File: src/hw/rtl/rca_pkg.sv
package rca_pkg;

  // Field widths fixed by the interface
  localparam int VALUE_W   = 64;
  localparam int BASE_W    = 5;
  localparam int WIDTH_W   = 7;
  localparam int CHAR_W    = 8;

  // Characters per number never exceed this, whatever the store depth
  localparam int RESULT_LIMIT  = 64;
  localparam int MAX_CHARS_DEF = 64;

  // Long division: quotient bits resolved per cycle, slices per digit
  localparam int BITS_PER_CYCLE = 8;
  localparam int SLICES         = VALUE_W / BITS_PER_CYCLE;
  localparam int SLICE_W        = $clog2(SLICES);

  localparam logic              MODE_SIGNED = 1'b1;
  localparam logic [BASE_W-1:0] BASE_MIN    = 5'd2;
  localparam logic [BASE_W-1:0] BASE_MAX    = 5'd16;
  localparam logic [BASE_W-1:0] BASE_DEC    = 5'd10;
  localparam logic [CHAR_W-1:0] CHAR_ZERO   = 8'h30;
  localparam logic [CHAR_W-1:0] CHAR_MINUS  = 8'h2d;

  typedef struct packed {
    logic               mode;
    logic [VALUE_W-1:0] value;
    logic [BASE_W-1:0]  base;
    logic [WIDTH_W-1:0] min_width;
    logic [CHAR_W-1:0]  pad_char;
  } in_item_t;

  typedef struct packed {
    logic [CHAR_W-1:0] char_out;
    logic              last;
  } out_item_t;

  typedef enum logic [2:0] {
    S_IDLE,
    S_CHECK,
    S_DIVIDE,
    S_PAD,
    S_SIGN,
    S_EMIT
  } ctl_state_t;

  typedef struct packed {
    logic load;
    logic div_step;
    logic div_last;
    logic wr_zero;
    logic wr_pad;
    logic wr_sign;
    logic emit;
  } ctl_cmd_t;

  typedef struct packed {
    logic value_zero;
    logic count_zero;
    logic below_width;
    logic negative;
    logic emit_done;
  } dp_status_t;

  // Lower-case hex digit for a remainder
  function automatic logic [CHAR_W-1:0] digit_char(input logic [3:0] d);
    logic [CHAR_W-1:0] c;
    if (d < 4'd10) begin
      c = CHAR_ZERO + {4'd0, d};
    end else begin
      c = 8'h61 + {4'd0, d - 4'd10};
    end
    return c;
  endfunction

endpackage

File: src/hw/rtl/rca_ram.sv
module rca_ram
  #(
    parameter int WIDTH = 8,
    parameter int DEPTH = 64
  )
  (
    input  logic                     clk,
    input  logic                     wr_en,
    input  logic [$clog2(DEPTH)-1:0] wr_addr,
    input  logic [WIDTH-1:0]         wr_data,
    input  logic                     rd_en,
    input  logic [$clog2(DEPTH)-1:0] rd_addr,
    output logic [WIDTH-1:0]         rd_data
  );

  logic [WIDTH-1:0] mem [DEPTH];

  // Write port
  always_ff @(posedge clk) begin
    if (wr_en) begin
      mem[wr_addr] <= wr_data;
    end
  end

  // Registered read port, holds when not enabled
  always_ff @(posedge clk) begin
    if (rd_en) begin
      rd_data <= mem[rd_addr];
    end
  end

endmodule

File: src/hw/rtl/rca_ctrl.sv
module rca_ctrl
  import rca_pkg::*;
  (
    input  logic       clk,
    input  logic       rst,
    input  logic       in_valid,
    output logic       in_ready,
    input  dp_status_t status,
    output ctl_cmd_t   cmd
  );

  ctl_state_t         state;
  ctl_state_t         state_next;
  logic [SLICE_W-1:0] slice_cnt;
  logic [SLICE_W-1:0] slice_cnt_next;
  logic               slice_end;

  assign slice_end = (slice_cnt == SLICE_W'(SLICES - 1));

  // Next state
  always_comb begin
    state_next = state;
    unique case (state)
      S_IDLE: begin
        if (in_valid) begin
          state_next = S_CHECK;
        end
      end
      S_CHECK: begin
        state_next = status.value_zero ? S_PAD : S_DIVIDE;
      end
      S_DIVIDE: begin
        if (slice_end) begin
          state_next = S_CHECK;
        end
      end
      S_PAD: begin
        priority if (status.below_width) begin
          state_next = S_PAD;
        end else if (status.negative) begin
          state_next = S_SIGN;
        end else begin
          state_next = S_EMIT;
        end
      end
      S_SIGN: begin
        state_next = S_EMIT;
      end
      S_EMIT: begin
        if (status.emit_done) begin
          state_next = S_IDLE;
        end
      end
      default: begin
        state_next = S_IDLE;
      end
    endcase
  end

  // Outputs
  always_comb begin
    cmd            = '0;
    in_ready       = 1'b0;
    slice_cnt_next = slice_cnt;
    unique case (state)
      S_IDLE: begin
        in_ready = 1'b1;
        cmd.load = in_valid;
      end
      S_CHECK: begin
        cmd.wr_zero = status.value_zero && status.count_zero;
      end
      S_DIVIDE: begin
        cmd.div_step   = 1'b1;
        cmd.div_last   = slice_end;
        slice_cnt_next = slice_end ? '0 : slice_cnt + 1'b1;
      end
      S_PAD: begin
        cmd.wr_pad = status.below_width;
      end
      S_SIGN: begin
        cmd.wr_sign = 1'b1;
      end
      S_EMIT: begin
        cmd.emit = 1'b1;
      end
      default: begin
        cmd = '0;
      end
    endcase
  end

  always_ff @(posedge clk) begin
    if (rst) begin
      state     <= S_IDLE;
      slice_cnt <= '0;
    end else begin
      state     <= state_next;
      slice_cnt <= slice_cnt_next;
    end
  end

  // Store empty and no read pending whenever a new transaction may be taken
  a_idle_drained: assert property (@(posedge clk) disable iff (rst)
    state == S_IDLE |-> status.emit_done)
    else $error("idle with characters still pending");

  // At most one store write source per cycle
  a_one_writer: assert property (@(posedge clk) disable iff (rst)
    $onehot0({cmd.div_last, cmd.wr_zero, cmd.wr_pad, cmd.wr_sign}))
    else $error("conflicting store writes");

  // A division starts only on a nonzero value
  a_div_nonzero: assert property (@(posedge clk) disable iff (rst)
    state == S_CHECK && state_next == S_DIVIDE |=> !status.value_zero)
    else $error("division started on zero");

endmodule

File: src/hw/rtl/rca_dpath.sv
module rca_dpath
  import rca_pkg::*;
  #(
    parameter int MAX_CHARS = MAX_CHARS_DEF
  )
  (
    input  logic       clk,
    input  logic       rst,
    input  in_item_t   in_item,
    input  ctl_cmd_t   cmd,
    output dp_status_t status,
    output logic       out_valid,
    input  logic       out_ready,
    output out_item_t  out_item
  );

  localparam int CAP    = (MAX_CHARS < RESULT_LIMIT) ? MAX_CHARS : RESULT_LIMIT;
  localparam int CNT_W  = $clog2(CAP + 1);
  localparam int ADDR_W = $clog2(CAP);

  logic [VALUE_W-1:0] rem_value;
  logic [3:0]         part_rem;
  logic [BASE_W-1:0]  base_r;
  logic [CNT_W-1:0]   width_r;
  logic [CNT_W-1:0]   limit_r;
  logic [CHAR_W-1:0]  pad_r;
  logic               neg_r;
  logic [CNT_W-1:0]   char_count;
  logic               pend;
  logic               pend_last;

  logic [VALUE_W-1:0] div_value;
  logic [3:0]         div_rem;
  logic [VALUE_W-1:0] work;
  logic [3:0]         r;
  logic [4:0]         t;

  logic               is_signed;
  logic               in_neg;
  logic [BASE_W-1:0]  base_sat;
  logic [CNT_W-1:0]   width_sat;

  logic               keep_digit;
  logic               wr_en;
  logic [CHAR_W-1:0]  wr_data;
  logic               issue;
  logic               load;
  logic [CNT_W-1:0]   cnt_dec;
  logic [CHAR_W-1:0]  rd_data;

  // Eight restoring-division steps on the running value
  always_comb begin
    work = rem_value;
    r    = part_rem;
    t    = '0;
    for (int i = 0; i < BITS_PER_CYCLE; i++) begin
      t    = {r, work[VALUE_W-1]};
      work = {work[VALUE_W-2:0], 1'b0};
      if (t >= base_r) begin
        t       = t - base_r;
        work[0] = 1'b1;
      end
      r = t[3:0];
    end
    div_value = work;
    div_rem   = r;
  end

  // Decode the incoming transaction
  always_comb begin
    is_signed = (in_item.mode == MODE_SIGNED);
    in_neg    = is_signed && in_item.value[VALUE_W-1];
    if (is_signed) begin
      base_sat = BASE_DEC;
    end else if (in_item.base < BASE_MIN) begin
      base_sat = BASE_MIN;
    end else if (in_item.base > BASE_MAX) begin
      base_sat = BASE_MAX;
    end else begin
      base_sat = in_item.base;
    end
    if (is_signed) begin
      width_sat = '0;
    end else if (in_item.min_width > WIDTH_W'(CAP)) begin
      width_sat = CNT_W'(CAP);
    end else begin
      width_sat = in_item.min_width[CNT_W-1:0];
    end
  end

  // Store write: digit, lone zero, pad or sign
  always_comb begin
    keep_digit = cmd.div_last && (char_count < limit_r);
    wr_en      = keep_digit || cmd.wr_zero || cmd.wr_pad || cmd.wr_sign;
    priority if (cmd.wr_zero) begin
      wr_data = CHAR_ZERO;
    end else if (cmd.wr_pad) begin
      wr_data = pad_r;
    end else if (cmd.wr_sign) begin
      wr_data = CHAR_MINUS;
    end else begin
      wr_data = digit_char(div_rem);
    end
  end

  // Read back in reverse, one read ahead of the output register
  assign load    = pend && (!out_valid || out_ready);
  assign issue   = cmd.emit && (char_count != '0) && (!pend || load);
  assign cnt_dec = char_count - 1'b1;

  rca_ram #(
    .WIDTH (CHAR_W),
    .DEPTH (CAP)
  ) u_store (
    .clk     (clk),
    .wr_en   (wr_en),
    .wr_addr (char_count[ADDR_W-1:0]),
    .wr_data (wr_data),
    .rd_en   (issue),
    .rd_addr (cnt_dec[ADDR_W-1:0]),
    .rd_data (rd_data)
  );

  // Payload registers
  always_ff @(posedge clk) begin
    if (cmd.load) begin
      rem_value <= in_neg ? (VALUE_W'(0) - in_item.value) : in_item.value;
      part_rem  <= '0;
      base_r    <= base_sat;
      width_r   <= width_sat;
      limit_r   <= CNT_W'(CAP) - CNT_W'(in_neg);
      pad_r     <= in_item.pad_char;
      neg_r     <= in_neg;
    end else if (cmd.div_step) begin
      rem_value <= div_value;
      part_rem  <= cmd.div_last ? 4'd0 : div_rem;
    end
    if (issue) begin
      pend_last <= (char_count == CNT_W'(1));
    end
    if (load) begin
      out_item.char_out <= rd_data;
      out_item.last     <= pend_last;
    end
  end

  // Control registers
  always_ff @(posedge clk) begin
    if (rst) begin
      char_count <= '0;
      pend       <= 1'b0;
      out_valid  <= 1'b0;
    end else begin
      if (cmd.load) begin
        char_count <= '0;
      end else if (wr_en) begin
        char_count <= char_count + 1'b1;
      end else if (issue) begin
        char_count <= cnt_dec;
      end
      if (issue) begin
        pend <= 1'b1;
      end else if (load) begin
        pend <= 1'b0;
      end
      if (load) begin
        out_valid <= 1'b1;
      end else if (out_ready) begin
        out_valid <= 1'b0;
      end
    end
  end

  assign status.value_zero  = (rem_value == '0);
  assign status.count_zero  = (char_count == '0);
  assign status.below_width = (char_count < width_r);
  assign status.negative    = neg_r;
  assign status.emit_done   = (char_count == '0) && !pend;

  // Store writes stay inside its depth
  a_wr_in_range: assert property (@(posedge clk) disable iff (rst)
    wr_en |-> char_count < CNT_W'(CAP))
    else $error("store write beyond depth");

  // Partial remainder stays below the base during division
  a_rem_bound: assert property (@(posedge clk) disable iff (rst)
    cmd.div_step |-> {1'b0, part_rem} < base_r)
    else $error("partial remainder out of range");

  // No read left in flight when a new transaction is taken
  a_load_clean: assert property (@(posedge clk) disable iff (rst)
    cmd.load |-> !pend && char_count == '0)
    else $error("new transaction while emitting");

endmodule

File: src/hw/rtl/radix_integer_to_ascii_unit.sv
// Radix integer-to-ASCII unit.
// Input channel (in_valid/in_ready/in_item) takes one number per transaction:
// mode, 64-bit value, base, minimum width and pad character. Output channel
// (out_valid/out_ready/out_item) returns its characters most significant
// first, one per transaction, with last set on the final one.
// One number is converted at a time; in_ready is high only while idle.
// Conversion after acceptance: per digit a check state, then the restoring
// divider (8 quotient bits per cycle over 64 bits); after the last digit one
// more check state, then the pad state, one pad character per visit until
// the minimum width is met, and the sign state for a minus sign. Characters
// then leave at up to one per cycle from the digit store (registered read,
// one read kept ahead of the output register).
// A stalled receiver holds the output register and pauses store reads; the
// next number is accepted once the final character sits in that register.
// Reset (synchronous, active high) drops any conversion in progress and
// any character not yet taken; the store needs no clearing.
module radix_integer_to_ascii_unit
  import rca_pkg::*;
  #(
    parameter int MAX_CHARS = MAX_CHARS_DEF
  )
  (
    input  logic      clk,
    input  logic      rst,
    input  logic      in_valid,
    output logic      in_ready,
    input  in_item_t  in_item,
    output logic      out_valid,
    input  logic      out_ready,
    output out_item_t out_item
  );

  ctl_cmd_t   cmd;
  dp_status_t status;

  rca_ctrl u_ctrl (
    .clk      (clk),
    .rst      (rst),
    .in_valid (in_valid),
    .in_ready (in_ready),
    .status   (status),
    .cmd      (cmd)
  );

  rca_dpath #(
    .MAX_CHARS (MAX_CHARS)
  ) u_dpath (
    .clk       (clk),
    .rst       (rst),
    .in_item   (in_item),
    .cmd       (cmd),
    .status    (status),
    .out_valid (out_valid),
    .out_ready (out_ready),
    .out_item  (out_item)
  );

endmodule

File: config.mk
export PLATFORM = sky130hd
export DESIGN_NAME = radix_integer_to_ascii_unit
export DESIGN_NICKNAME = d
export VERILOG_FILES = /design/src/hw/rtl/rca_pkg.sv /design/src/hw/rtl/rca_ram.sv /design/src/hw/rtl/rca_ctrl.sv /design/src/hw/rtl/rca_dpath.sv /design/src/hw/rtl/radix_integer_to_ascii_unit.sv
export SDC_FILE = /design/constraint.sdc
export NUM_CORES = 1
export LEC_CHECK = 0
export BUFFER_PORTS_ARGS = -buffer_cell sky130_fd_sc_hd__buf_2
export CAP_MARGIN = 20
export CORE_MARGIN = 4
export CORE_UTILIZATION = 50
export CTS_BUF_LIST = sky130_fd_sc_hd__clkbuf_16
export CTS_CLUSTER_DIAMETER = 150
export DETAILED_ROUTE_END_ITERATION = 10
export GPL_TIMING_DRIVEN = 0
export PLACE_DENSITY_LB_ADDON = 0.1
export SLEW_MARGIN = 30
export SYNTH_ARGS = -nofsm -noshare
export SYNTH_HDL_FRONTEND = slang
export SYNTH_SLANG_ARGS = --single-unit
File: constraint.sdc
create_clock -name clk -period 19.89 [get_ports clk]
set_input_delay 3.978 -clock clk [delete_from_list [all_inputs] [get_ports clk]]
set_output_delay 3.978 -clock clk [all_outputs]
set_load 0.03 [all_outputs]
Yosys cells after proc, flatten, opt, wreduce, memory -nomap -nowiden
Memory sizes are Yosys's and may differ from the RTL's. A register that Yosys moved wholly into a read port is not among the register bits.
Index checks and enable logic that the tools add are counted.
Widths: inputs -> output; s select.
{"block": "classes", "n_lt_le_gt_ge": 14, "addsub": 16, "muxes": 50, "n_reduce_logical": 27, "eq_ne": 10}
{"operator": "$mux 64", "count": 3}
{"operator": "$logic_not 64->1", "count": 1}
{"operator": "$sub 1x64->64 const A", "count": 1}
{"operator": "$ge 5x5->1", "count": 8}
{"operator": "$mux 4", "count": 10}
{"operator": "$mux 8", "count": 4}
{"operator": "$sub 4x4->4", "count": 8}
{"operator": "$mux 1", "count": 22}
{"operator": "$mux 7", "count": 3}
{"operator": "$pmux 3 s6", "count": 1}
{"operator": "$mux 3", "count": 5}
{"operator": "$lt 7x7->1", "count": 2}
{"operator": "$eq 3x3->1 const B", "count": 3}
{"operator": "$add 7x4->8 const A", "count": 1}
{"operator": "$reduce_bool 2->1", "count": 4}
{"operator": "$add 6x4->7 const A", "count": 1}
{"operator": "$add 7x1->7 const B", "count": 1}
{"operator": "$eq 7x1->1 const B", "count": 1}
{"operator": "$gt 7x7->1 const B", "count": 1}
{"operator": "$logic_and 1x1->1", "count": 7}
{"operator": "$logic_not 7->1", "count": 1}
{"operator": "$reduce_bool 7->1", "count": 1}
{"operator": "$sub 7x1->7 const A", "count": 1}
{"operator": "$sub 7x1->7 const B", "count": 1}
{"operator": "other kinds (17)", "count": 26}
{"block": "totals", "output_inout_bits": 11, "ram_bits": 512, "n_memories": 1, "elab_cells": 136, "ff_bits": 121, "inputBits": 89}
{"memory": "u_dpath.u_store.mem", "depth": 64, "word_bits": 8, "read_ports": 1, "rd_ports_with_merged_regs": 1, "write_ports": 1, "line": "rca_ram.sv:16", "rtl": "logic [WIDTH-1:0] mem [DEPTH];"}

Longest topological paths before layout
{"block": "depth", "ltp_word": 22, "depth_mapped": 59, "mapped_depth_nobuf": 58}

Cells and area by module
A second synthesis with hierarchy kept.
{"block": "unflattened", "cells_unflattened": 1878, "area_unflattened_um2": 28947.8}
{"module": "rca_ram", "cells_each": 940, "seq_area_each_um2": 15615.0, "n_inst": 1, "area_per_inst_um2": 20246.9}
{"module": "rca_dpath", "cells_each": 889, "seq_area_each_um2": 3143.0, "n_inst": 1, "area_per_inst_um2": 8264.2}
{"module": "rca_ctrl", "cells_each": 49, "seq_area_each_um2": 120.1, "n_inst": 1, "area_per_inst_um2": 436.7}

Worst setup path after synthesis
No wires, ideal clock.
{"block": "synth_timing", "path_type": "flip-flop to flip-flop", "from": "register u_dpath.base_r[1]", "to": "memory u_dpath.u_store.mem[0][1], data pin", "stages_incl_launch_ff": 54, "path_buffers": 1, "setup_ns": 0.720, "t_arrival_ns": 14.239, "setup_slack_ns": 4.930, "required_ns": 19.170, "path_cell_list": "edfxtp_1 inv_1 ha_1 a21o_1 a21o_1 a21o_1 a21oi_1 mux2i_1 ha_1 a21o_1 a21o_1 a21o_1 a21oi_1 o21ai_0 ha_1 a21o_1 a21oi_1 o21bai_1 [18 not listed] o31ai_1 and2_1 a21oi_1 ha_1 a21o_1 a31oi_1 o21ai_1 nor3_1 nor2_1 ha_1 a21o_1 a31oi_1 o21ai_1 mux2i_1 inv_1 ha_1 nor2b_1 o31ai_1"}
{"block": "synth_between", "elab_chain_cells": 22, "elab_cells_between_ends": 32, "classes_between": "add/sub (11); order compare (9); mux (12)"}
{"item": "from (decl)", "line": "rca_dpath.sv:23", "rtl": "logic [BASE_W-1:0] base_r;"}
{"item": "from (signal assigned)", "line": "rca_dpath.sv:129", "rtl": "base_r <= base_sat;"}
{"item": "$sub 4x4->4 or $ge 5x5->1 (tied branches)", "line": "rca_dpath.sv:60, rca_dpath.sv:59"}
{"item": "$mux 4", "line": "rca_dpath.sv:59", "rtl": "if (t >= base_r) begin"}
{"item": "$sub 4x4->4 or $ge 5x5->1 (tied branches)", "line": "rca_dpath.sv:60, rca_dpath.sv:59"}
{"item": "$mux 4", "line": "rca_dpath.sv:59"}
{"item": "$sub 4x4->4 or $ge 5x5->1 (tied branches)", "line": "rca_dpath.sv:60, rca_dpath.sv:59"}
{"item": "$mux 4", "line": "rca_dpath.sv:59"}
{"item": "$ge 5x5->1 or $sub 4x4->4 (tied branches)", "line": "rca_dpath.sv:59, rca_dpath.sv:60"}
{"item": "$mux 4", "line": "rca_dpath.sv:59"}
{"item": "[7 not listed]"}
{"item": "$mux 4 (*)", "line": "rca_dpath.sv:59"}
{"item": "$sub 4x4->4", "line": "rca_pkg.sv:71", "rtl": "c = 8'h61 + {4'd0, d - 4'd10};"}
{"item": "$add 7x4->8", "line": "rca_pkg.sv:71"}
{"item": "$mux 8 (*)", "line": "rca_pkg.sv:68", "rtl": "if (d < 4'd10) begin"}
{"item": "$mux 8 (*)", "line": "rca_dpath.sv:99", "rtl": "end else if (cmd.wr_sign) begin"}
{"item": "$mux 8 (*)", "line": "rca_dpath.sv:97", "rtl": "end else if (cmd.wr_pad) begin"}
{"item": "$mux 8 (*)", "line": "rca_dpath.sv:95", "rtl": "priority if (cmd.wr_zero) begin"}
{"item": "via u_dpath.u_store.wr_data[1]", "line": "rca_ram.sv:10", "rtl": "input logic [WIDTH-1:0] wr_data,"}
{"item": "to (decl)", "line": "rca_ram.sv:16"}
The timed path passes the listed nets; every way through them passes the cells marked *.

Worst setup path after layout
{"block": "layout_timing", "from": "register u_dpath.base_r[1]", "to": "memory u_dpath.u_store.mem[30][0], data pin"}
{"block": "layout_between", "elab_chain_cells": 22, "elab_cells_between_ends": 32, "classes_between": "add/sub (11); order compare (9); mux (12)"}
{"item": "$sub 4x4->4 or $ge 5x5->1 (tied branches)", "line": "rca_dpath.sv:60, rca_dpath.sv:59"}
{"item": "$mux 4", "line": "rca_dpath.sv:59"}
{"item": "$sub 4x4->4 or $ge 5x5->1 (tied branches)", "line": "rca_dpath.sv:60, rca_dpath.sv:59"}
{"item": "$mux 4", "line": "rca_dpath.sv:59"}
{"item": "$sub 4x4->4 or $ge 5x5->1 (tied branches)", "line": "rca_dpath.sv:60, rca_dpath.sv:59"}
{"item": "$mux 4", "line": "rca_dpath.sv:59"}
{"item": "$ge 5x5->1 or $sub 4x4->4 (tied branches)", "line": "rca_dpath.sv:59, rca_dpath.sv:60"}
{"item": "$mux 4", "line": "rca_dpath.sv:59"}
{"item": "[7 not listed]"}
{"item": "$mux 4 (*)", "line": "rca_dpath.sv:59"}
{"item": "$sub 4x4->4", "line": "rca_pkg.sv:71"}
{"item": "$add 7x4->8", "line": "rca_pkg.sv:71"}
{"item": "$mux 8 (*)", "line": "rca_pkg.sv:68"}
{"item": "$mux 8 (*)", "line": "rca_dpath.sv:99"}
{"item": "$mux 8 (*)", "line": "rca_dpath.sv:97"}
{"item": "$mux 8 (*)", "line": "rca_dpath.sv:95"}
{"item": "via u_dpath.u_store.wr_data[0]", "line": "rca_ram.sv:10"}
Marked as above.

==> impl_metrics.env <==
export IMPL_pin_count=100
export IMPL_critPathRequiredTime_ps=20310
export IMPL_rows=87
export IMPL_yosys_warnings=0
export IMPL_grt_pass1_wl_mm=104
export IMPL_clock_fmax_ghz=0.0639
export IMPL_async_flop_share_pct=0
export IMPL_insertion_delay_ps=600
export IMPL_antenna_found_initial=2
export IMPL_die_y_um=247
export IMPL_num_vias=16100
export IMPL_cts_resized=0
export IMPL_synthDistinctLibCells=70
export IMPL_numCtsBuffers=66
export IMPL_relSlewSlack_pct=33.9
export IMPL_slowest_stage="o31ai_1"
export IMPL_ys_seq_elements=635
export IMPL_fin_crit_sh_pct=78.7
export IMPL_numPortBuffers=98
export IMPL_start_kind="flop"
export IMPL_synth_top_area_share_pct=64.9
export IMPL_synth_seq_area_share_pct=66.3
export IMPL_r2r_end="u_dpath.u_store.mem[30][0]$_DFFE_PP_"
export IMPL_final_common_cell="edfxtp_1"
export IMPL_dp_hpwl_mm=50.2
export IMPL_cts_root_buf="clkbuf_16"
export IMPL_post_cts_buffers=0
export IMPL_maxCapViolCount=0
export IMPL_drive_gt1_share_pct=23.0
export IMPL_setup_ws_ps=4230
export IMPL_first_pass_iters=5
export IMPL_crit_cells=53
export IMPL_syn_to_final_growth_pct=14.5
export IMPL_hold_viol=0
export IMPL_grt_pass1_vias=16300
export IMPL_regArea_mm2=0.0189
export IMPL_die_width_um=247
export IMPL_cp_buffers_inverters=4
export IMPL_gp_congestion=0.869
export IMPL_status="finished, final reports clean"
export IMPL_hold_buffers=0
export IMPL_final_area_mm2=0.0326
export IMPL_slowest_delay_ps=770
export IMPL_maxSlewViolCount=0
export IMPL_drc_errors=0
export IMPL_multiInputGateArea_mm2=0.00924
export IMPL_synth_area_per_cell_um2=16.3
export IMPL_worstSetupEndpointType="flop"
export IMPL_dieArea_mm2=0.0609
export IMPL_final_setup_viol_count=0
export IMPL_worstHoldPathType="flop to flop"
export IMPL_crit_start="u_dpath.base_r[1]$_SDFFCE_PP1P_"
export IMPL_gr_total_overflow=0
export IMPL_tightest_slew_ps=987
export IMPL_coreArea_mm2=0.0564
export IMPL_fin_util_pct=57.8
export IMPL_reg2reg_from="u_dpath.base_r[1]$_SDFFCE_PP1P_"
export IMPL_fin_crit_ps=15660
export IMPL_cts_sinks=635
export IMPL_fin_skew_ps=22.7
export IMPL_crit_fanout=28
export IMPL_synth_edf_count=616
export IMPL_pre_cts_ws_ps=4300
export IMPL_wl_per_cell_um=25.4
export IMPL_path_delay_family="compound AO/OA/AOI/OAI gates"
export IMPL_syn_cell_area_mm2=0.0285
export IMPL_start_util_pct=50.5
export IMPL_synth_nets=1902
export IMPL_cts_tree="yes"
export IMPL_cp_arrival_ps=16080
export IMPL_vias_per_cell=5.88
export IMPL_cts_buffer_depth=3
export IMPL_drt_iter0_drc=1670
export IMPL_final_nets=2095
export IMPL_reg2regPathDepth=53
export IMPL_grt_start_max_net_pins=57
export IMPL_synthFlopType="edfxtp_1"
export IMPL_h_tree_depth=3
export IMPL_synth_top_cell_by_area="edfxtp_1"
export IMPL_rrSetupSlack_ps=4230
export IMPL_dpl_instance_area_mm2=0.0306
export IMPL_layout_common_cells="616 x edfxtp_1, 168 x mux4_2, 121 x nor2_1"
export IMPL_rsz0062_at_grt="no"
export IMPL_yosys_top_cells_area="edfxtp_1 65%, mux4_2 13%, ha_1 2.6%"
export IMPL_critPathKind="flop to flop"
export IMPL_drt_total_wl_mm=69.7
export IMPL_fillerInstances=4402
export IMPL_fin_tns_setup_ps=0
export IMPL_syn_inst=1746
export IMPL_ant_nets=0
export IMPL_crit_path_frequent_cell="a21o_1"
export IMPL_cp_endpoint="u_dpath.u_store.mem[30][0]$_DFFE_PP_"
export IMPL_path_clk_slew_ps=60
export IMPL_grtUsageTotal_pct=23.3
cell families (layout without fill, tap and decap cells):
family                   Yosys count  count (layout)  share of synthesized area, %
multiplexers                     182             182                          13.8
XOR/XNOR                          84              84                          2.58
other                              0               1                             0
buffers and inverters            136             375                          1.84
flip-flops                       635             635                          66.3
adder cells (fa/ha/maj)           67              67                          3.15
AND/OR/NAND/NOR                  391             391                          6.91
AO/OA/AOI/OAI                    251             251                          5.44
sequential cells by signal, indices dropped and copies added, names as in the netlist, 2 cells and up:
signal	flops
u_ctrl.state	3
u_dpath.char_count	7
u_dpath.pad_r	8
u_dpath.limit_r	2
u_dpath.u_store.mem	512
u_dpath.part_rem	4
u_dpath.width_r	7
u_dpath.u_store.rd_data	8
u_dpath.out_item	9
u_dpath.rem_value	64
u_ctrl.slice_cnt	3
u_dpath.base_r	5
through the flow:
step	cells	hold slack, ps
finish	2742	419
global placement	2600	408
detailed placement	2627	407
global route	2741	438
floorplan	1746	400
CTS	2741	422
cell usage after synthesis, types with 15 or more instances:
cell type,n
ha_1,59
o31ai_1,15
buf_1,19
o21ai_0,87
edfxtp_1,616
a21o_1,28
nor3_1,33
nor4_1,20
nand2_1,102
inv_1,56
nor2_1,122
xnor2_1,46
dfxtp_1,19
xor2_1,38
clkbuf_1,57
a21oi_1,59
mux4_2,168
final cells by class:
cell class / count / area share [%]
Timing Repair Buffer: 125 / 2.97
Tap cell: 756 / 2.90
Antenna cell: 1 / 0.00767
Clock buffer: 69 / 5.30
Clock inverter: 45 / 0.944
Inverter: 57 / 0.656
Multi-Input combinational cell: 975 / 28.3
Buffer: 79 / 1.00
Sequential cell: 635 / 57.9
worst min-delay path by stage:
| stage | start | to | slack (ps) | cells past startpoint |
|---|---|---|---|---|
| after CTS | u_dpath.u_store.rd_data[4]$_DFFE_PP_ | u_dpath.out_item[5]$_DFFE_PP_ | 420 | 0 |
| after detailed placement | u_dpath.u_store.rd_data[4]$_DFFE_PP_ | u_dpath.out_item[5]$_DFFE_PP_ | 410 | 0 |
| after floorplan | u_dpath.pend_last$_DFFE_PP_ | u_dpath.out_item[0]$_DFFE_PP_ | 400 | 0 |
| final | u_dpath.u_store.rd_data[4]$_DFFE_PP_ | u_dpath.out_item[5]$_DFFE_PP_ | 420 | 0 |
| after global routing | u_dpath.u_store.rd_data[4]$_DFFE_PP_ | u_dpath.out_item[5]$_DFFE_PP_ | 440 | 0 |
| after global placement | u_dpath.u_store.rd_data[3]$_DFFE_PP_ | u_dpath.out_item[4]$_DFFE_PP_ | 410 | 0 |
routing by layer:
| metal | GRT usage [%] | wire length [um] | up-vias |
|---|---|---|---|
| met5 | 0 | 0 | - |
| met2 | 39.9 | 35800 | 495 |
| met3 | 3.95 | 3980 | 93 |
| met1 | 30.9 | 28200 | 8242 |
| met4 | 7.02 | 1680 | 0 |
| li1 | - | - | 7286 |
Power is not shown: default switching activity piles up to over one toggle a cycle in this logic, so the estimate is an artifact.
